--- src/rtl/core/pteb_pkg.sv ---
// ----------------------------------------------------------------------------
// pteb_pkg
// shared constants, codes and controller/datapath types of the tdc hit
// event builder
// ----------------------------------------------------------------------------
package pteb_pkg;

  // sizing
  localparam int NUM_DETECTORS = 32;
  localparam int RAW_BITS      = 16;
  localparam int NUM_CHANNELS  = 5;
  localparam int GAIN_W        = 24;
  localparam int TIME_W        = 32;
  localparam int PROD_W        = RAW_BITS + GAIN_W;
  localparam int NUM_SLOTS     = NUM_DETECTORS * NUM_CHANNELS;
  localparam int DET_W         = (NUM_DETECTORS > 1) ? $clog2(NUM_DETECTORS) : 1;
  localparam int SLOT_W        = $clog2(NUM_SLOTS);
  localparam int CH_IDX_W      = $clog2(NUM_CHANNELS);
  // the scan covers at most the 32 detectors a 5-bit id can name
  localparam int SCAN_LAST     = ((NUM_DETECTORS < 32) ? NUM_DETECTORS : 32) - 1;

  // request codes
  localparam logic [1:0] REQ_HIT   = 2'd0;
  localparam logic [1:0] REQ_EOE   = 2'd1;
  localparam logic [1:0] REQ_TABLE = 2'd2;

  // table words
  localparam logic [2:0] TW_LOW       = 3'd0;
  localparam logic [2:0] TW_HIGH      = 3'd1;
  localparam logic [2:0] TW_GAIN_X1   = 3'd2;
  localparam logic [2:0] TW_GAIN_LAST = 3'd6;

  // channel codes
  localparam logic [2:0] CH_X1 = 3'd0;
  localparam logic [2:0] CH_X2 = 3'd1;
  localparam logic [2:0] CH_Y1 = 3'd2;
  localparam logic [2:0] CH_Y2 = 3'd3;
  localparam logic [2:0] CH_A  = 3'd4;

  // marker for a difference or sum with a missing input
  localparam logic [32:0] MISSING_33 = 33'(-99999);
  localparam logic [33:0] MISSING_34 = 34'(-99999);

  typedef enum logic [2:0] {
    ST_IDLE,
    ST_HIT,
    ST_SCAN,
    ST_EMIT_MID,
    ST_READ,
    ST_DRAIN,
    ST_CALC,
    ST_EMIT_LAST
  } ctrl_state_t;

  typedef struct packed {
    logic take;         // request word accepted this cycle
    logic hit_commit;   // write the scaled hit and its present bit
    logic scan_start;   // detector counter to zero
    logic scan_next;    // detector counter up by one
    logic rd_issue;     // read one stored time of the current detector
    logic calc;         // form the result of the current detector
    logic load_out;     // move the held result to the output register
    logic out_last;     // last flag for that move
    logic clr_present;  // end of event: drop all present bits
  } pteb_cmd_t;

  typedef struct packed {
    logic mask_nz;      // current detector holds a hit
    logic scan_end;     // current detector is the last one scanned
    logic rd_end;       // last channel read issued this cycle
    logic out_free;     // output register can take a word this cycle
  } pteb_stat_t;

endpackage

--- src/rtl/core/pteb_ctrl.sv ---
// ----------------------------------------------------------------------------
// pteb_ctrl
// state machine sequencing hits, table writes and the end-of-event scan
// ----------------------------------------------------------------------------
module pteb_ctrl
  import pteb_pkg::*;
(
  input  logic       clk,
  input  logic       rst,
  input  logic       req_valid,
  input  logic [1:0] req_type,
  output logic       req_stall,
  input  pteb_stat_t stat,
  output pteb_cmd_t  cmd
);

  ctrl_state_t state, state_next;
  logic        have_res, have_res_next;

  always_ff @(posedge clk) begin
    if (rst) begin
      state    <= ST_IDLE;
      have_res <= 1'b0;
    end else begin
      state    <= state_next;
      have_res <= have_res_next;
    end
  end

  always_comb begin
    state_next    = state;
    have_res_next = have_res;
    cmd           = '0;
    req_stall     = 1'b1;
    case (state)
      ST_IDLE: begin
        req_stall = 1'b0;
        if (req_valid) begin
          cmd.take = 1'b1;
          if (req_type == REQ_HIT) begin
            state_next = ST_HIT;
          end else if (req_type == REQ_EOE) begin
            cmd.scan_start = 1'b1;
            have_res_next  = 1'b0;
            state_next     = ST_SCAN;
          end
        end
      end
      ST_HIT: begin
        cmd.hit_commit = 1'b1;
        state_next     = ST_IDLE;
      end
      ST_SCAN: begin
        if (stat.mask_nz) begin
          state_next = have_res ? ST_EMIT_MID : ST_READ;
        end else if (stat.scan_end) begin
          if (have_res) begin
            state_next = ST_EMIT_LAST;
          end else begin
            cmd.clr_present = 1'b1;
            state_next      = ST_IDLE;
          end
        end else begin
          cmd.scan_next = 1'b1;
        end
      end
      ST_EMIT_MID: begin
        if (stat.out_free) begin
          cmd.load_out  = 1'b1;
          have_res_next = 1'b0;
          state_next    = ST_READ;
        end
      end
      ST_READ: begin
        cmd.rd_issue = 1'b1;
        if (stat.rd_end) begin
          state_next = ST_DRAIN;
        end
      end
      ST_DRAIN: begin
        state_next = ST_CALC;
      end
      ST_CALC: begin
        cmd.calc      = 1'b1;
        have_res_next = 1'b1;
        if (stat.scan_end) begin
          state_next = ST_EMIT_LAST;
        end else begin
          cmd.scan_next = 1'b1;
          state_next    = ST_SCAN;
        end
      end
      ST_EMIT_LAST: begin
        if (stat.out_free) begin
          cmd.load_out    = 1'b1;
          cmd.out_last    = 1'b1;
          cmd.clr_present = 1'b1;
          have_res_next   = 1'b0;
          state_next      = ST_IDLE;
        end
      end
      default: begin
        state_next = ST_IDLE;
      end
    endcase
  end

endmodule

--- config.mk ---
export PLATFORM = sky130hd
export DESIGN_NAME = pteb_ctrl
export DESIGN_NICKNAME = d
export VERILOG_FILES = /design/src/rtl/core/pteb_pkg.sv /design/src/rtl/core/pteb_ctrl.sv
export SDC_FILE = /design/constraint.sdc
export NUM_CORES = 1
export LEC_CHECK = 0
export CAP_MARGIN = 10
export CORE_AREA = 3 3 40 42
export DETAILED_ROUTE_END_ITERATION = 6
export DIE_AREA = 0 0 43 45
export DONT_BUFFER_PORTS = 1
export GPL_TIMING_DRIVEN = 1
export SLEW_MARGIN = 0
export SYNTH_ARGS = -nofsm -noshare
export SYNTH_HDL_FRONTEND = slang
export SYNTH_SLANG_ARGS = --single-unit
--- constraint.sdc ---
create_clock -name clk -period 1.3 [get_ports clk]
set_input_delay 0 -clock clk [delete_from_list [all_inputs] [get_ports clk]]
set_output_delay 0 -clock clk [all_outputs]
set_load 0.05 [all_outputs]
### Word level (Yosys, flattened, before mapping)

Index checks and enable logic that the tools add are counted.

| word-level totals | value |
|---|---|
| logic and storage cells | 63 |
| input bits | 9 |
| register bits after elaboration | 4 |

| operators by class | value |
|---|---|
| mux-type cells | 38 |
| reductions and logical operators | 6 |
| equality and inequality tests | 17 |

Operators with widths:

| kind | number |
|---|---|
| $mux 3 | 12 |
| $pmux 3 s8 | 1 |
| $mux 1 | 21 |
| $eq 3x3->1 const B | 4 |
| $ne 2x2->1 const B | 6 |
| $eq 3x2->1 const B | 2 |
| $ne 3x3->1 const B | 2 |
| $pmux 1 s2 | 3 |
| $reduce_and 6->1 | 1 |
| $reduce_and 5->1 | 1 |
| $eq 3x1->1 const B | 1 |
| $logic_not 3->1 | 1 |
| $pmux 1 s3 | 1 |
| $reduce_bool 3->1 | 1 |
| $eq 2x1->1 const B | 1 |
| $logic_not 2->1 | 1 |
| $ne 2x1->1 const B | 1 |
| $reduce_or 2->1 | 1 |

### Depth between registers and ports, before layout

| logic depth | value |
|---|---|
| depth in word-level cells | 5 |
| mapped depth | 5 |

### Least setup slack after synthesis

Ideal clock, no wire load.

| timing path | value |
|---|---|
| kind | reg2out |
| from | register state[2] |
| to | output cmd[4] in the netlist's numbering |
| stages on the path, launching flop included | 4 |
| data required time | 1.300 ns |
| arrival time | 1.776 ns |
| buffers on the path | 2 |
| setup slack | -0.476 ns |
| cells stage by stage | dfxtp_1 > buf_6 > buf_2 > nor3b_1 |

RTL lines:

| item | line | text |
|---|---|---|
| from (decl) | pteb_ctrl.sv:17 | `ctrl_state_t state, state_next;` |
| from (signal assigned) | pteb_ctrl.sv:25 | `state <= state_next;` |
| to (decl) | pteb_ctrl.sv:14 | `output pteb_cmd_t cmd` |

==> impl_metrics.toml <==
[sta]
worstMarginPinSlew_ns = 0.350
fmax_mhz = 754
skew_ns = 0.000553
hold_viol_final = 0
rsz0062_at_grt = "true"
final.min_clock_period_ns = 1.33
setup_violations = 2
timing.final.ws_setup_ns = -0.0260
setup_tns_ns = -0.0516
whs_ns = 0.00973
slew_violations = 0
slew_headroom_pct = 76.4
finalCritPeriodShare_pct = 102

[cts]
cts.sinks = 4
root_buffer = "clkbuf_4"
cts_inserted_buffers = 3
clkSlewWorstSetupHoldPaths_ns = 0.04
clk_path_buf_depth = 2
cts_tree = "done"
h-tree-depth = 1
clk_latency_ns = 0.23

[finish]
diodes = 0
final-instance-count-excl-fill = 91
final_cell_mix = "buf_4, nor2_1, buf_12"
fin_nets = 87
final_area_um2 = 707
final_layout_size_suffix_gt1_share_pct = 47.4
fin_util_pct = 55.0
multi_input_area_um2 = 333
final_common_cell = "buf_4"
syn2layout_area_growth_pct = 62.8
seq_area_um2 = 91.3
fillers = 115

[worst_setup_path]
worstPathMaxFanout = 9
cp.arrival_ns = 1.33
crit_slowest_cell = "dfxtp_4"
path_delay_family = "simple AND/OR/NAND/NOR gates"
worstSetupEndpointType = "primary output"
worstPathCellList = "nor4_4, a32oi_1, nor2b_2, buf_12"
critical_path_class = "register to primary output"
max_stage_delay_ns = 0.38
critical_path_buf_inv_count = 1
worstSetupStartpointType = "register"
cp.required_ns = 1.30

[synth]
synth_cell_type_count = 29
yosysSeqAreaShare_pct = 18.4
ys_ff_latch = 4
synth_top_area_share_pct = 18.4
netlist_area_um2 = 434
synth_edf_count = 0
synthCells = 58
synth_area_leaders = "dfxtp_1, nor2b_1, buf_6"
synth_flop_cell = "dfxtp_1"
yosys.area.top_type = "dfxtp_1"
synth_nets = 67
ys_warn_count = 0
async_reset_ff_share_pct = 0
syn_avg_cell_area_um2 = 7.49

[placed_design]
post_dp_cell_area_um2 = 594
dp_cells = 83
hpwl_um = 907
finalWeightedCongestion = 0.945
port_buffers = 0
pre_cts_ws_ns = -0.0242

[die]
placementRows = 13
die_w_um = 43
dieArea_um2 = 1940
start_util_pct = 33.8
pin_count = 19
core_um2 = 1280
die_h_um = 45

[power]
power.density_nw_per_um2 = 856
ir_drop_mv = 0.371
leakagePower_nw = 0.308
finalPower_mw = 0.605

[drt]
wl_mm = 1.29
wire_per_inst_um = 14.2
drtIter0Drc = 7
routed-via-count = 506
postRouteAntennaNets = 0
viasPerCell = 5.56
drc = 0
drt_first_pass_iters = 4

[grt]
grt-ovfl-total = 0
grt_max_degree = 10
grt_util_all_layers_pct = 14.5
grt_pass1_vias = 491
antenna_found_initial = 0
grt_pass1_wl_mm = 2.15

[hold_path]
hp-class = "input port to register"

[run_status]
status = "finished with violations"
violations = "setup timing"

[run]
drv_cap = 0
flip-flops by register name, summed over array words and instances, names as in the netlist:
name and flops:
state 3, have_res 1
worst paths after layout:
kind | startpoint | slack, ns | end | depth (start not counted)
worst max-delay path | state[0]$_SDFFE_PP0P_ | -0.03 | cmd[0] | 4
worst min-delay path | rst | 0.01 | state[2]$_SDFFE_PP0P_ | 3
worst max register to register | state[2]$_SDFFE_PP0P_ | -0.03 | state[0]$_SDFFE_PP0P_ | 5
worst min register to register | have_res$_SDFFE_PP0P_ | 0.62 | have_res$_SDFFE_PP0P_ | 2
worst reg2reg max path: stages, from the launching register on:
cell	delay, ns
dfxtp_4	0.34
buf_4	0.13
nor3b_2	0.20
nor2_1	0.09
or3_1	0.35
a31oi_1	0.13
layer usage:
metal  up-vias  global-route usage (%)  part of all wire, %
met2        23                    25.4                   51
met1       238                    19.0                   40
li1        243                       -                    -
met3         2                   0.398                  7.3
met4         0                    5.42                  1.2
met5         -                       0                    0
power breakdown:
part	switching, mW	total [mW]	internal (mW)
Clock	0.0525	0.156	0.103
Combinational	0.158	0.297	0.139
Sequential	0.0209	0.152	0.132
Total	0.232	0.605	0.373
synth_stat cells (3+ instances only):
| master | number |
|---|---|
| a31oi_1 | 3 |
| nor4_1 | 3 |
| and2_1 | 3 |
| inv_1 | 4 |
| nand2_1 | 3 |
| nor2_1 | 4 |
| dfxtp_1 | 4 |
| nor2b_1 | 4 |
repair_timing:
action,in CTS,in global routing
pin swaps,1,6
setup buffers,2,0
endpoints found under the setup margin,8,9
resized for setup,6,9
hold buffers,3,0
endpoints found under the hold margin,4,0
logic make-up after synthesis:
logic type | count (synthesis) | share of synthesized area (%)
multiplexers | 1 | 2.31
buffers and inverters | 10 | 14.4
flip-flops | 4 | 18.4
AND/OR/NAND/NOR | 29 | 41.5
XOR/XNOR | 2 | 4.04
AO/OA/AOI/OAI | 12 | 19.3
area by class of cell:
class | instances | share of cell area (%)
clock buffers | 3 | 3.19
multi-input cells | 44 | 47.1
well taps | 15 | 2.65
repair buffers | 21 | 31.5
inverters | 4 | 2.65
flip-flops and latches | 4 | 12.9
Note: power is estimated with default switching activity, not from simulation.
